### src/rtl/bs_pkg.sv
`timescale 1ns / 1ps
// ----------------------------------------------------------------------------
// Bitonic sorter package
// Shared widths, register indexes, controller states and the key ordering map.
// ----------------------------------------------------------------------------
package bs_pkg;

   localparam int LOG_MAX_KEYS_DEF = 6;
   localparam int KEY_W            = 32;

   // Configuration registers
   localparam int LOG_LEN_W  = 3;
   localparam int CSR_IDX_W  = 1;
   localparam int CSR_DATA_W = 3;

   localparam logic [CSR_IDX_W-1:0] CSR_LOG_LENGTH = 1'b0;
   localparam logic [CSR_IDX_W-1:0] CSR_DESCENDING = 1'b1;

   localparam logic [LOG_LEN_W-1:0] LOG_LENGTH_RST = 3'd6;

   typedef enum logic [3:0] {
      ST_LOAD  = 4'b0001,
      ST_SORT  = 4'b0010,
      ST_DRAIN = 4'b0100,
      ST_EMIT  = 4'b1000
   } state_type;

   // Order-preserving float-to-unsigned map: invert negatives, flip sign of the rest.
   function automatic logic [KEY_W-1:0] order_map(input logic [KEY_W-1:0] k);
      logic [KEY_W-1:0] sign_bit;
      sign_bit  = {1'b1, {(KEY_W-1){1'b0}}};
      order_map = k[KEY_W-1] ? ~k : (k ^ sign_bit);
   endfunction

endpackage

### src/rtl/bs_key_store.sv
`timescale 1ns / 1ps
// ----------------------------------------------------------------------------
// Bitonic sorter key store
// Two single-port-read, single-port-write banks. A key lives in the bank given
// by the parity of its address, so the two keys of any compare pair (addresses
// differing in one bit) always sit in different banks and move together.
// ----------------------------------------------------------------------------
module bs_key_store #(
   parameter int LOG_MAX_KEYS = bs_pkg::LOG_MAX_KEYS_DEF
) (
   input  logic                      clock,
   input  logic [LOG_MAX_KEYS-1:0]   rd_a_addr,
   input  logic [LOG_MAX_KEYS-1:0]   rd_b_addr,
   output logic [bs_pkg::KEY_W-1:0]  rd_a_data,
   output logic [bs_pkg::KEY_W-1:0]  rd_b_data,
   input  logic                      wr_a_en,
   input  logic [LOG_MAX_KEYS-1:0]   wr_a_addr,
   input  logic [bs_pkg::KEY_W-1:0]  wr_a_data,
   input  logic                      wr_b_en,
   input  logic [LOG_MAX_KEYS-1:0]   wr_b_addr,
   input  logic [bs_pkg::KEY_W-1:0]  wr_b_data
);
   import bs_pkg::*;

   localparam int ROWS  = 2 ** (LOG_MAX_KEYS - 1);
   localparam int ROW_W = (LOG_MAX_KEYS > 1) ? LOG_MAX_KEYS - 1 : 1;

   logic [KEY_W-1:0] bank0_mem [ROWS];
   logic [KEY_W-1:0] bank1_mem [ROWS];

   logic [KEY_W-1:0] q0_ff;
   logic [KEY_W-1:0] q1_ff;
   logic             a_bank_ff;

   logic             a_bank;
   logic [ROW_W-1:0] rd0_row;
   logic [ROW_W-1:0] rd1_row;
   logic             wa0;
   logic             wa1;
   logic             wr0_en;
   logic             wr1_en;
   logic [ROW_W-1:0] wr0_row;
   logic [ROW_W-1:0] wr1_row;
   logic [KEY_W-1:0] wr0_data;
   logic [KEY_W-1:0] wr1_data;

   function automatic logic bank_of(input logic [LOG_MAX_KEYS-1:0] addr);
      bank_of = ^addr;
   endfunction

   function automatic logic [ROW_W-1:0] row_of(input logic [LOG_MAX_KEYS-1:0] addr);
      row_of = ROW_W'(addr >> 1);
   endfunction

   // Port A has priority on its bank; port B gets the other one.
   assign a_bank  = bank_of(rd_a_addr);
   assign rd0_row = a_bank ? row_of(rd_b_addr) : row_of(rd_a_addr);
   assign rd1_row = a_bank ? row_of(rd_a_addr) : row_of(rd_b_addr);

   assign wa0      = wr_a_en && !bank_of(wr_a_addr);
   assign wa1      = wr_a_en &&  bank_of(wr_a_addr);
   assign wr0_en   = wa0 || (wr_b_en && !bank_of(wr_b_addr));
   assign wr1_en   = wa1 || (wr_b_en &&  bank_of(wr_b_addr));
   assign wr0_row  = wa0 ? row_of(wr_a_addr) : row_of(wr_b_addr);
   assign wr1_row  = wa1 ? row_of(wr_a_addr) : row_of(wr_b_addr);
   assign wr0_data = wa0 ? wr_a_data : wr_b_data;
   assign wr1_data = wa1 ? wr_a_data : wr_b_data;

   always_ff @(posedge clock) begin
      if (wr0_en) begin
         bank0_mem[wr0_row] <= wr0_data;
      end
      q0_ff <= bank0_mem[rd0_row];
   end

   always_ff @(posedge clock) begin
      if (wr1_en) begin
         bank1_mem[wr1_row] <= wr1_data;
      end
      q1_ff <= bank1_mem[rd1_row];
   end

   always_ff @(posedge clock) begin
      a_bank_ff <= a_bank;
   end

   assign rd_a_data = a_bank_ff ? q1_ff : q0_ff;
   assign rd_b_data = a_bank_ff ? q0_ff : q1_ff;

endmodule

### src/rtl/bitonic_sorter_top.sv
`timescale 1ns / 1ps
// ----------------------------------------------------------------------------
// Bitonic sorter
// Loads 2^L keys, sorts them with the bitonic network on a banked key store
// (one compare-exchange per cycle, paused between network stages while the
// store write-back drains) and streams them out in the chosen order.
// Load: one key per cycle. Sort: L*(L+1)/2 network stages of 2^(L-1) compare
// pairs, each stage followed by a drain state for the store write-back.
// Emit: a key is read from the store only when no earlier read is pending and
// the output register is free or being taken, so reads do not overlap.
// Reset clears the controller and load count; log_length returns to 6 and
// descending to 0. Store contents are not cleared.
// ----------------------------------------------------------------------------
module bitonic_sorter_top #(
   parameter int LOG_MAX_KEYS = bs_pkg::LOG_MAX_KEYS_DEF
) (
   input  logic                           clock,
   input  logic                           reset,
   input  logic                           req_valid,
   output logic                           req_ready,
   input  logic [bs_pkg::KEY_W-1:0]       req_key,
   output logic                           rsp_valid,
   input  logic                           rsp_ready,
   output logic [bs_pkg::KEY_W-1:0]       rsp_sorted_key,
   output logic                           rsp_last,
   input  logic                           csr_we,
   input  logic [bs_pkg::CSR_IDX_W-1:0]   csr_index,
   input  logic [bs_pkg::CSR_DATA_W-1:0]  csr_wdata
);
   import bs_pkg::*;

   localparam int ADDR_W = LOG_MAX_KEYS;
   localparam int CNT_W  = LOG_MAX_KEYS + 1;
   localparam int LW     = $clog2(LOG_MAX_KEYS + 1);

   state_type state_ff, state_in;

   logic [LOG_LEN_W-1:0] log_length_ff;
   logic                 descending_ff;

   logic [CNT_W-1:0]  load_count_ff, load_count_in;
   logic [LW-1:0]     k_log_ff, k_log_in;
   logic [LW-1:0]     j_log_ff, j_log_in;
   logic [ADDR_W-1:0] pair_ff, pair_in;
   logic              sort_done_ff, sort_done_in;
   logic [CNT_W-1:0]  emit_idx_ff, emit_idx_in;

   logic              cmp_valid_ff;
   logic [ADDR_W-1:0] cmp_a_ff;
   logic [ADDR_W-1:0] cmp_b_ff;
   logic              cmp_up_ff;

   logic              rd_pend_ff;
   logic              rd_last_ff;
   logic              rsp_valid_ff, rsp_valid_in;
   logic [KEY_W-1:0]  rsp_key_ff;
   logic              rsp_last_ff;

   logic [LW-1:0]     lg;
   logic [CNT_W-1:0]  n_len;
   logic [CNT_W-1:0]  n_last;
   logic [ADDR_W-1:0] half_last;
   logic [ADDR_W-1:0] low_mask;
   logic [ADDR_W-1:0] pair_a;
   logic [ADDR_W-1:0] pair_b;
   logic              pair_up;
   logic              req_acc;
   logic              emit_issue;
   logic              cmp_swap;

   logic [KEY_W-1:0]  rd_a_data;
   logic [KEY_W-1:0]  rd_b_data;
   logic [ADDR_W-1:0] rd_a_addr;
   logic              wr_a_en;
   logic [ADDR_W-1:0] wr_a_addr;
   logic [KEY_W-1:0]  wr_a_data;

   // Run length, clamped to the store size
   assign lg        = (int'(log_length_ff) > LOG_MAX_KEYS) ? LW'(LOG_MAX_KEYS)
                                                           : LW'(log_length_ff);
   assign n_len     = CNT_W'(1) << lg;
   assign n_last    = n_len - CNT_W'(1);
   assign half_last = ADDR_W'((n_len >> 1) - CNT_W'(1));

   // Pair p of a stage at distance 2^j: insert a zero at bit j, partner sets it.
   assign low_mask = (ADDR_W'(1) << j_log_ff) - ADDR_W'(1);
   assign pair_a   = ((pair_ff & ~low_mask) << 1) | (pair_ff & low_mask);
   assign pair_b   = pair_a | (ADDR_W'(1) << j_log_ff);
   assign pair_up  = (k_log_ff == lg) ? !descending_ff
                                      : (((pair_a >> k_log_ff) & ADDR_W'(1)) == '0);

   assign req_ready  = (state_ff == ST_LOAD);
   assign req_acc    = req_valid && req_ready;
   assign emit_issue = (state_ff == ST_EMIT) && !rd_pend_ff && (!rsp_valid_ff || rsp_ready);

   // Equal keys never swap in ascending pairs; in descending pairs they do
   assign cmp_swap = ((order_map(rd_a_data) > order_map(rd_b_data)) == cmp_up_ff);

   assign rd_a_addr = (state_ff == ST_SORT) ? pair_a : emit_idx_ff[ADDR_W-1:0];
   assign wr_a_en   = req_acc || (cmp_valid_ff && cmp_swap);
   assign wr_a_addr = req_acc ? load_count_ff[ADDR_W-1:0] : cmp_a_ff;
   assign wr_a_data = req_acc ? req_key : rd_b_data;

   bs_key_store #(
      .LOG_MAX_KEYS (LOG_MAX_KEYS)
   ) u_store (
      .clock     (clock),
      .rd_a_addr (rd_a_addr),
      .rd_b_addr (pair_b),
      .rd_a_data (rd_a_data),
      .rd_b_data (rd_b_data),
      .wr_a_en   (wr_a_en),
      .wr_a_addr (wr_a_addr),
      .wr_a_data (wr_a_data),
      .wr_b_en   (cmp_valid_ff && cmp_swap),
      .wr_b_addr (cmp_b_ff),
      .wr_b_data (rd_a_data)
   );

   always_comb begin
      state_in      = state_ff;
      load_count_in = load_count_ff;
      k_log_in      = k_log_ff;
      j_log_in      = j_log_ff;
      pair_in       = pair_ff;
      sort_done_in  = sort_done_ff;
      emit_idx_in   = emit_idx_ff;
      unique case (state_ff)
         ST_LOAD: begin
            if (req_acc) begin
               if (load_count_ff == n_last) begin
                  load_count_in = '0;
                  k_log_in      = LW'(1);
                  j_log_in      = '0;
                  pair_in       = '0;
                  sort_done_in  = 1'b0;
                  state_in      = (lg == '0) ? ST_EMIT : ST_SORT;
               end else begin
                  load_count_in = load_count_ff + CNT_W'(1);
               end
            end
         end
         ST_SORT: begin
            if (pair_ff == half_last) begin
               pair_in  = '0;
               state_in = ST_DRAIN;
               if (j_log_ff == '0) begin
                  if (k_log_ff == lg) begin
                     sort_done_in = 1'b1;
                  end else begin
                     k_log_in = k_log_ff + LW'(1);
                     j_log_in = k_log_ff;
                  end
               end else begin
                  j_log_in = j_log_ff - LW'(1);
               end
            end else begin
               pair_in = pair_ff + ADDR_W'(1);
            end
         end
         ST_DRAIN: begin
            // lets the last write-back of the stage land
            state_in     = sort_done_ff ? ST_EMIT : ST_SORT;
            sort_done_in = 1'b0;
         end
         ST_EMIT: begin
            if (emit_issue) begin
               if (emit_idx_ff == n_last) begin
                  emit_idx_in = '0;
                  state_in    = ST_LOAD;
               end else begin
                  emit_idx_in = emit_idx_ff + CNT_W'(1);
               end
            end
         end
         default: begin
            state_in = ST_LOAD;
         end
      endcase
      // A new length drops any partial load
      if (csr_we && (csr_index == CSR_LOG_LENGTH)) begin
         load_count_in = '0;
      end
   end

   always_comb begin
      if (rd_pend_ff) begin
         rsp_valid_in = 1'b1;
      end else if (rsp_ready) begin
         rsp_valid_in = 1'b0;
      end else begin
         rsp_valid_in = rsp_valid_ff;
      end
   end

   always_ff @(posedge clock) begin
      if (reset) begin
         state_ff      <= ST_LOAD;
         load_count_ff <= '0;
         k_log_ff      <= '0;
         j_log_ff      <= '0;
         pair_ff       <= '0;
         sort_done_ff  <= 1'b0;
         emit_idx_ff   <= '0;
         cmp_valid_ff  <= 1'b0;
         rd_pend_ff    <= 1'b0;
         rsp_valid_ff  <= 1'b0;
         log_length_ff <= LOG_LENGTH_RST;
         descending_ff <= 1'b0;
      end else begin
         state_ff      <= state_in;
         load_count_ff <= load_count_in;
         k_log_ff      <= k_log_in;
         j_log_ff      <= j_log_in;
         pair_ff       <= pair_in;
         sort_done_ff  <= sort_done_in;
         emit_idx_ff   <= emit_idx_in;
         cmp_valid_ff  <= (state_ff == ST_SORT);
         rd_pend_ff    <= emit_issue;
         rsp_valid_ff  <= rsp_valid_in;
         if (csr_we) begin
            unique case (csr_index)
               CSR_LOG_LENGTH: log_length_ff <= csr_wdata[LOG_LEN_W-1:0];
               CSR_DESCENDING: descending_ff <= csr_wdata[0];
               default: ;
            endcase
         end
      end
   end

   // Payload registers
   always_ff @(posedge clock) begin
      cmp_a_ff   <= pair_a;
      cmp_b_ff   <= pair_b;
      cmp_up_ff  <= pair_up;
      rd_last_ff <= (emit_idx_ff == n_last);
      if (rd_pend_ff) begin
         rsp_key_ff  <= rd_a_data;
         rsp_last_ff <= rd_last_ff;
      end
   end

   assign rsp_valid      = rsp_valid_ff;
   assign rsp_sorted_key = rsp_key_ff;
   assign rsp_last       = rsp_last_ff;

   // Read data must never land on a result that is still waiting
   a_out_slot_free: assert property (@(posedge clock) disable iff (reset)
      rd_pend_ff |-> !(rsp_valid_ff && !rsp_ready))
      else $error("store read lands on an occupied output register");

   // Both keys of a pair must come from different banks
   a_pair_banks: assert property (@(posedge clock) disable iff (reset)
      (state_ff == ST_SORT) |-> ((^pair_a) != (^pair_b)))
      else $error("compare pair maps to a single bank");

   // Load pointer stays inside the run while loading
   a_load_range: assert property (@(posedge clock) disable iff (reset)
      (state_ff == ST_LOAD) |-> (load_count_ff < n_len))
      else $error("load count beyond run length");

   // A read of the final entry must go out with the last flag set
   a_last_source: assert property (@(posedge clock) disable iff (reset)
      (rd_pend_ff && rd_last_ff) |=> (rsp_valid_ff && rsp_last_ff))
      else $error("final key not marked last");

endmodule
### config.mk
export PLATFORM = sky130hd
export DESIGN_NAME = bitonic_sorter_top
export DESIGN_NICKNAME = d
export VERILOG_FILES = /design/src/rtl/bs_pkg.sv /design/src/rtl/bs_key_store.sv /design/src/rtl/bitonic_sorter_top.sv
export SDC_FILE = /design/constraint.sdc
export NUM_CORES = 2
export LEC_CHECK = 0
export ABC_CLOCK_PERIOD_IN_PS = 8900
export CAP_MARGIN = 10
export CORE_ASPECT_RATIO = 0.7
export CORE_MARGIN = 2
export CORE_UTILIZATION = 42
export CTS_BUF_LIST = sky130_fd_sc_hd__clkbuf_8
export CTS_CLUSTER_SIZE = 20
export DETAILED_ROUTE_END_ITERATION = 10
export DONT_BUFFER_PORTS = 1
export GPL_ROUTABILITY_DRIVEN = 0
export PLACE_DENSITY = 0.55
export SETUP_SLACK_MARGIN = 0.15
export SLEW_MARGIN = 20
export SYNTH_ARGS = -nofsm -noshare
export SYNTH_HDL_FRONTEND = slang
export SYNTH_HIERARCHICAL = 1
export SYNTH_SLANG_ARGS = --single-unit
### constraint.sdc
create_clock -name clock -period 8.9 [get_ports clock]
set_input_delay 1.78 -clock clock [delete_from_list [all_inputs] [get_ports clock]]
set_output_delay 1.78 -clock clock [all_outputs]
set_load 0.03 [all_outputs]
== Yosys cells after proc, flatten, opt, wreduce, memory -nomap -nowiden ==
Memory sizes are Yosys's and may differ from the RTL's. A register that Yosys moved wholly into a read port is not among the register bits.
Cells that the tools add are included.
Storage, ports and cells
  logic and storage cells: 152
  RAM bits: 2048
  memories: 2
  input port bits: 41
  latch bits: 0
  memory bits (read-only): 0
  output and inout port bits: 35
  bits in registers: 86
Cells by class
  magnitude comparators: 2
  $add $sub $neg: 8
  multiplexer cells: 53
  reduce and logical (&&, ||, !) cells: 37
  equal/unequal tests: 18
  $mul: 0
  bitwise logic cells: 10
  div/mod/pow operators: 0
  shifts and indexed selects: 3
Memory list
  u_store.bank0_mem: depth 32, width 32, rd ports 1, clocked after memory_dff 1, write ports 1, line bs_key_store.sv:28  | logic [KEY_W-1:0] bank0_mem [ROWS];
  u_store.bank1_mem: depth 32, width 32, rd ports 1, clocked after memory_dff 1, write ports 1, line bs_key_store.sv:29  | logic [KEY_W-1:0] bank1_mem [ROWS];
Operators with widths (count)
  32-bit 2-to-1 mux: 7
  32-bit NOT: 2
  3-bit 2-to-1 mux: 11
  32-bit greater-than comparator: 1
  6-bit 2-to-1 mux: 5
  4-bit 2-to-1 mux: 7
  5-bit 2-to-1 mux: 4
  6-bit XOR reduction: 3
  4-bit one-hot mux with 4 select lines: 1
  7-bit by 1-bit adder with 7-bit output (second input constant): 2
  7-bit equality test: 2
  7-bit 2-to-1 mux: 2
  1-bit 2-to-1 mux: 12
  6-bit OR: 2
  3-bit one-hot mux with 2 select lines: 2
  6-bit one-hot mux with 2 select lines: 1
  6-bit AND reduction: 2
  2-bit inequality test (second input constant): 5
  5-bit AND reduction: 2
  1-bit logical AND: 9
  2-bit AND reduction: 4
  1-bit by 3-bit left shift with 7-bit output (first input constant): 1
  7-bit by 1-bit subtractor with 7-bit output (second input constant): 1
  6-bit by 1-bit adder with 6-bit output (second input constant): 1
  other kinds (29): 42

== Logic depth before layout (Yosys ltp) ==
  depth in word-level cells: 11
  mapped depth: 22
  gate-level depth less buffers: 17

== Hierarchy ==
The synthesis kept the hierarchy.
Modules (own cells, without submodules)
  bs_key_store: cells each 5066, seq. area each 62800.2 µm², instances 1, area an instance 81798.5 µm²
  bitonic_sorter_top: cells each 709, seq. area each 2031.9 µm², instances 1, area an instance 6019.5 µm²

== Worst setup path before layout ==
No wires, ideal clock.
  path kind: input -> register
  start point: in req_valid
  end point: mem u_store.bank0_mem[13][0] (enable)
  slack: 2.846 ns
  stages: 15
  arrival time: 5.633 ns
  buffers on the path: 5
  setup time: 0.421 ns
  data required time: 8.479 ns
  cells stage by stage: and2_1 clkbuf_1 clkbuf_1 nand2_1 nand2_1 clkbuf_1 xnor2_1 xnor2_1 xnor2_1 or2_2 buf_2 buf_1 mux2i_1 or2_2 nor2_1
On the way
  word-level cells in the longest chain between the ends: 8
  elaborated cells on any way between the ends: 10
  classes of those cells: mux: 4; reduce/logical: 6
Ends and longest elaborated chain
  start, declared: line bitonic_sorter_top.sv:19  | input logic req_valid,
  1-bit logical AND (*): line bitonic_sorter_top.sv:93  | assign req_acc = req_valid && req_ready;
  6-bit 2-to-1 mux (*): line bitonic_sorter_top.sv:101  | assign wr_a_addr = req_acc ? load_count_ff[ADDR_W-1:0] : cmp_a_ff;
  via wr_a_addr[4]: line bitonic_sorter_top.sv:75  | logic [ADDR_W-1:0] wr_a_addr;
  6-bit XOR reduction: line bs_key_store.sv:48  | bank_of = ^addr;
  1-bit zero test: line bs_key_store.sv:60  | assign wa0 = wr_a_en && !bank_of(wr_a_addr);
  1-bit logical AND: line bs_key_store.sv:60
  1-bit logical OR: line bs_key_store.sv:62  | assign wr0_en = wa0 || (wr_b_en && !bank_of(wr_b_addr));
  1-bit 2-to-1 mux: line bs_key_store.sv:70  | if (wr0_en) begin
  1-bit 2-to-1 mux (implied by the code): line bs_key_store.sv:71  | bank0_mem[wr0_row] <= wr0_data;
  end, declared: line bs_key_store.sv:28
The timed path passes the listed nets; every way through them passes the cells marked *.

== Worst setup path in the final report ==
  start point: reg u_store.a_bank_ff
  end point: mem u_store.bank1_mem[10][10] (enable)
On the way
  word-level cells in the longest chain between the ends: 11
  elaborated cells on any way between the ends: 18
  classes of those cells: order compare: 1; eq/ne: 1; mux: 7; bitwise: 4; reduce/logical: 5
Ends and longest elaborated chain
  start, declared: line bs_key_store.sv:33  | logic a_bank_ff;
  start signal, assigned: line bs_key_store.sv:84  | a_bank_ff <= a_bank;
  32-bit 2-to-1 mux (*): line bs_key_store.sv:87  | assign rd_a_data = a_bank_ff ? q1_ff : q0_ff;
  via rd_a_data[15]: line bitonic_sorter_top.sv:71  | logic [KEY_W-1:0] rd_a_data;
  32-bit NOT: line bs_pkg.sv:32  | order_map = k[KEY_W-1] ? ~k : (k ^ sign_bit);
  32-bit 2-to-1 mux (*): line bs_pkg.sv:32
  32-bit greater-than comparator (*): line bitonic_sorter_top.sv:97  | assign cmp_swap = ((order_map(rd_a_data) > order_map(rd_b_data)) == cmp_up_ff);
  1-bit equality test (*): line bitonic_sorter_top.sv:97
  1-bit logical AND (*): line bitonic_sorter_top.sv:100  | assign wr_a_en = req_acc || (cmp_valid_ff && cmp_swap);
  1-bit logical OR (*): line bitonic_sorter_top.sv:100
  via wr_a_en: line bitonic_sorter_top.sv:74  | logic wr_a_en;
  1-bit logical AND (*): line bs_key_store.sv:61  | assign wa1 = wr_a_en && bank_of(wr_a_addr);
  1-bit logical OR: line bs_key_store.sv:63  | assign wr1_en = wa1 || (wr_b_en && bank_of(wr_b_addr));
  1-bit 2-to-1 mux: line bs_key_store.sv:77  | if (wr1_en) begin
  1-bit 2-to-1 mux (implied by the code): line bs_key_store.sv:78  | bank1_mem[wr1_row] <= wr1_data;
  end, declared: line bs_key_store.sv:29
Marks and branches as above.

==> results.md <==
- Summed over all nets, the half-perimeter wirelength after detailed placement is 155 mm.
- Across the routed clock network, the largest skew measured is 80.1 ps.
- For met1 alone, demand over resource in global routing was 35.3%.
- During placement, the flow inserted port buffers numbering 0.
- The worst min-delay path category is reg2reg.
- Ranked by total cell area, the synthesized netlist is headed by edfxtp_1, mux2i_1, nand2_1.
- Entering global routing, the biggest net connects 103 pins.
- The critical path's largest stage delay is 920 ps.
- Setup total negative slack on the finished layout was measured at 0 ps.
- The main flop type after synthesis is edfxtp_1.
- The reported max-cap violation count is 0.
- The area share of the leading cell type in the synthesized netlist is 71.2%.
- The TritonCTS clock tree is built.
- During synthesis, Yosys emitted a total of 6 warnings.
- For met3 alone, demand over resource in global routing was 4.50%.
- The critical path goes through buf_4 > mux2_2 > xor2_1 > ha_1 > nand4_1 > nor4_1 > o21ai_0 > nand4_1 > a311o_1 > o211ai_1 > nand2_4 > mux2i_1 > nand2b_1 > nor2_4 > buf_4.
- The average wire length per cell after detail routing is 27.0 µm.
- For this block, the initial DRC count from the detailed router was 5844.
- In the finished design, the share of the clock period the worst path needs comes to 85.7%.
- At the later pin of the worst-skew pair, clock insertion delay measures 950 ps.
- The first global-routing pass estimated 350 mm of wire.
- The peak-usage layer in the global routing report is met1.
- The final layout contains 6047 nets.
- The total count of max-transition violations in the final report is 0.
- The final route contains 51500 vias.
- The mean instance size in the synthesized netlist is 15.2 µm².
- The static leakage is 0.0340 µW.
- Leaving out fill and tap cells, the most frequent cells in the layout are edfxtp_1, nand2_1, mux2i_1, a32oi_1, clkbuf_8.
- The H-tree was split into 5 levels.
- Yosys mapped a number of flops with a built-in enable equal to 2081.
- The clock transition at the registers of the reported paths is 60 ps.
- The share of final-layout standard cells stronger than drive strength 1 is 13.8%.
- The kind of capture point of the worst setup path is a register.
- The worst setup path is of the reg2reg kind.
- The placeable core region is 208000 µm².
- In this run the critical register-to-register path is launched from u_store/a_bank_ff.
- The number of filler cells placed in the layout is 17700.
- Setup repair after global routing left no endpoint under its margin.
- From synthesis to final layout, the design area changed by 12.8%.
- The required time of the critical path is 9490 ps.
- In the routed design, unresolved DRC markers number 0.
- The ratio of routed vias to standard cells is 5.73.
- The number of buffers created by CTS is 345.
- Once placement completed, the tool counted placed cells totaling 8351.
- The share of async-settable or async-resettable flops after synthesis is 0%.
- The via count of the first global-routing pass came to 49300.
- Buffers inserted to repair hold after CTS numbered 0.
- The residual overflow from global routing is 0.
- The critical-path cell with the highest stage delay is nor2_4.
- The relative max-transition margin is 26.8%.
- The total wire length after detailed routing is 243 mm.
- The post-cts repair resize count is 0.
- After synthesis the cells add up to 87800 µm².
- The number of antenna violations at the first check in global routing came to 27.
- The data arrival at the endpoint of the critical path is 8210 ps.
- The flow ran to the end, and the final reports show no timing, DRC or antenna violations.
- The kind of start point of the critical path is a register.
- The die covers 213000 µm².
- The register bit total from synthesis is 2198.
- The clock tree root driver cell is clkbuf_8.
- The transition time of the tightest slew-check pin is 1100 ps.
- After the flow finishes, the layout carries non-filler instances totaling 8987.
- The number of distinct library cell variants in the gate-level netlist after synthesis is 80.
- For this configuration, the core starts out at a cell density of 42.2%.
- The critical path launch point is u_store/a_bank_ff.
- The synthesized netlist net count is 5865.
- The die span in y is 387 µm.
- Leaving out fill and tap cells, the most frequent cell in the layout is edfxtp_1.
- The count of TritonRoute iterations in the first routing pass is 5.
- The number of setup violations in the final report is 0.
- The overall track demand over capacity in global routing is 22.3%.
- For met2 alone, demand over resource in global routing was 31.4%.
- The upper clock frequency limit is 131 MHz.
- The sequential share of the synthesized area is 73.8%.
- The startpoint identified for the worst hold timing path is rd_last_ff.
- The buffers inserted during post-CTS setup optimization is 0.
- Counting I/O delays and the setup requirement, the final critical path takes 7620 ps.
- The die is 551 µm wide.
- The cell type contributing the most total cell area after synthesis is edfxtp_1.
- CTS saw 2198 sinks.
- The number of top-level design ports is 76.
- The number of routed nets with antenna violations is 0.
- The final count of hold timing violations is 0.
- The power density over the cells is 209 nW/µm².
- The number of placement rows is 140.
- The number of instances in the synthesized netlist is 5775.
- IR analysis of the VDD net gives a maximum drop of 0.000114 V.
- The largest fanout of any net on the critical path is 44.
- In this run the deepest clock path goes through 4 buffers.
metrics by stage:
| step | instance area, µm² | setup WS (ps) | utilization, % | hold WS, ps | total power (µW) |
|---|---|---|---|---|---|
| after global placement | 91800 | 1400 | 44.2 | 398 | 13000 |
| final | 99100 | 1280 | 47.7 | 413 | 20700 |
| after global routing | 99100 | 998 | 47.7 | 437 | 21400 |
| after detailed placement | 92200 | 1460 | 44.3 | 392 | 13000 |
| after CTS | 98400 | 1390 | 47.3 | 419 | 20800 |
| after floorplan | 87800 | 2850 | - | 386 | 12500 |
layer usage:
metal	share of wire, %	up-vias
met1	48	26400
met3	7.8	342
met4	2.0	22
li1	-	22800
met2	43	1991
met5	0.051	-
power breakdown:
| part | internal (µW) | leakage, µW | switching, µW |
|---|---|---|---|
| Combinational | 188 | 0.0107 | 811 |
| Clock | 3970 | 0.00359 | 3910 |
| Sequential | 11700 | 0.0197 | 43.1 |
kinds of logic (layout without fill, tap and decap cells):
group | count (synthesis) | after routing | synth area share [%]
multiplexers | 656 | 656 | 7.71
AND/OR/NAND/NOR | 1715 | 1715 | 8.31
flip-flops | 2198 | 2198 | 73.8
buffers and inverters | 360 | 801 | 1.89
XOR/XNOR | 111 | 111 | 1.15
AO/OA/AOI/OAI | 686 | 686 | 6.42
other | 0 | 2 | 0
adder cells (fa/ha/maj) | 49 | 49 | 0.698
synthesized netlist by cell type (14+ instances only):
library cell and count:
inv_1 28, nor2b_1 43, buf_2 100, edfxtp_1 2081, nor2_1 159, mux2i_1 520, a21oi_1 52, mux2_2 133
nand3_1 47, nand2_1 1215, buf_1 20, dfxtp_1 117, nand4_1 148, clkbuf_1 171, nand2b_1 18, ha_1 49
o21ai_0 27, a32oi_1 506, xor2_1 51, nor3_1 14, xnor2_1 57, buf_4 30
registers in the layout (all words and copies together) (netlist names), 7 cells and up:
signal,cells
u_store/q0_ff,32
u_store/q1_ff,32
emit_idx_ff,7
u_store/bank0_mem,1024
load_count_ff,7
u_store/bank1_mem,1024
rsp_sorted_key,32
path summary, 6_finish.rpt:
path         cells past startpoint                         to  slack [ps]
min reg2reg                      0                   rsp_last         410
max                             15  u_store/bank1_mem[10][10]        1280
min                              0                   rsp_last         410
max reg2reg                     15  u_store/bank1_mem[10][10]        1280
final cells by class:
type                    count  area [µm²]  area share (%)
diodes                      2        5.00         0.00505
clock buffers             374        5150            5.20
clock inverters           232        1080            1.09
inverters                  29         109           0.110
multi-input cells        3217       22300            22.5
flip-flops and latches   2198       64800            65.4
well taps                2769        3460            3.50
repair buffers            166        2100            2.12
worst max-delay path: cells and delay by family (launching register included):
kind                     cells  cell delay [ps]
AO/OA/AOI/OAI                3              800
XOR/XNOR                     1              160
adder cells (fa/ha/maj)      1              360
buffers and inverters        2              850
flip-flops                   1              660
multiplexers                 2             1130
AND/OR/NAND/NOR              6             3260
Note: power is estimated with default switching activity, not from simulation.
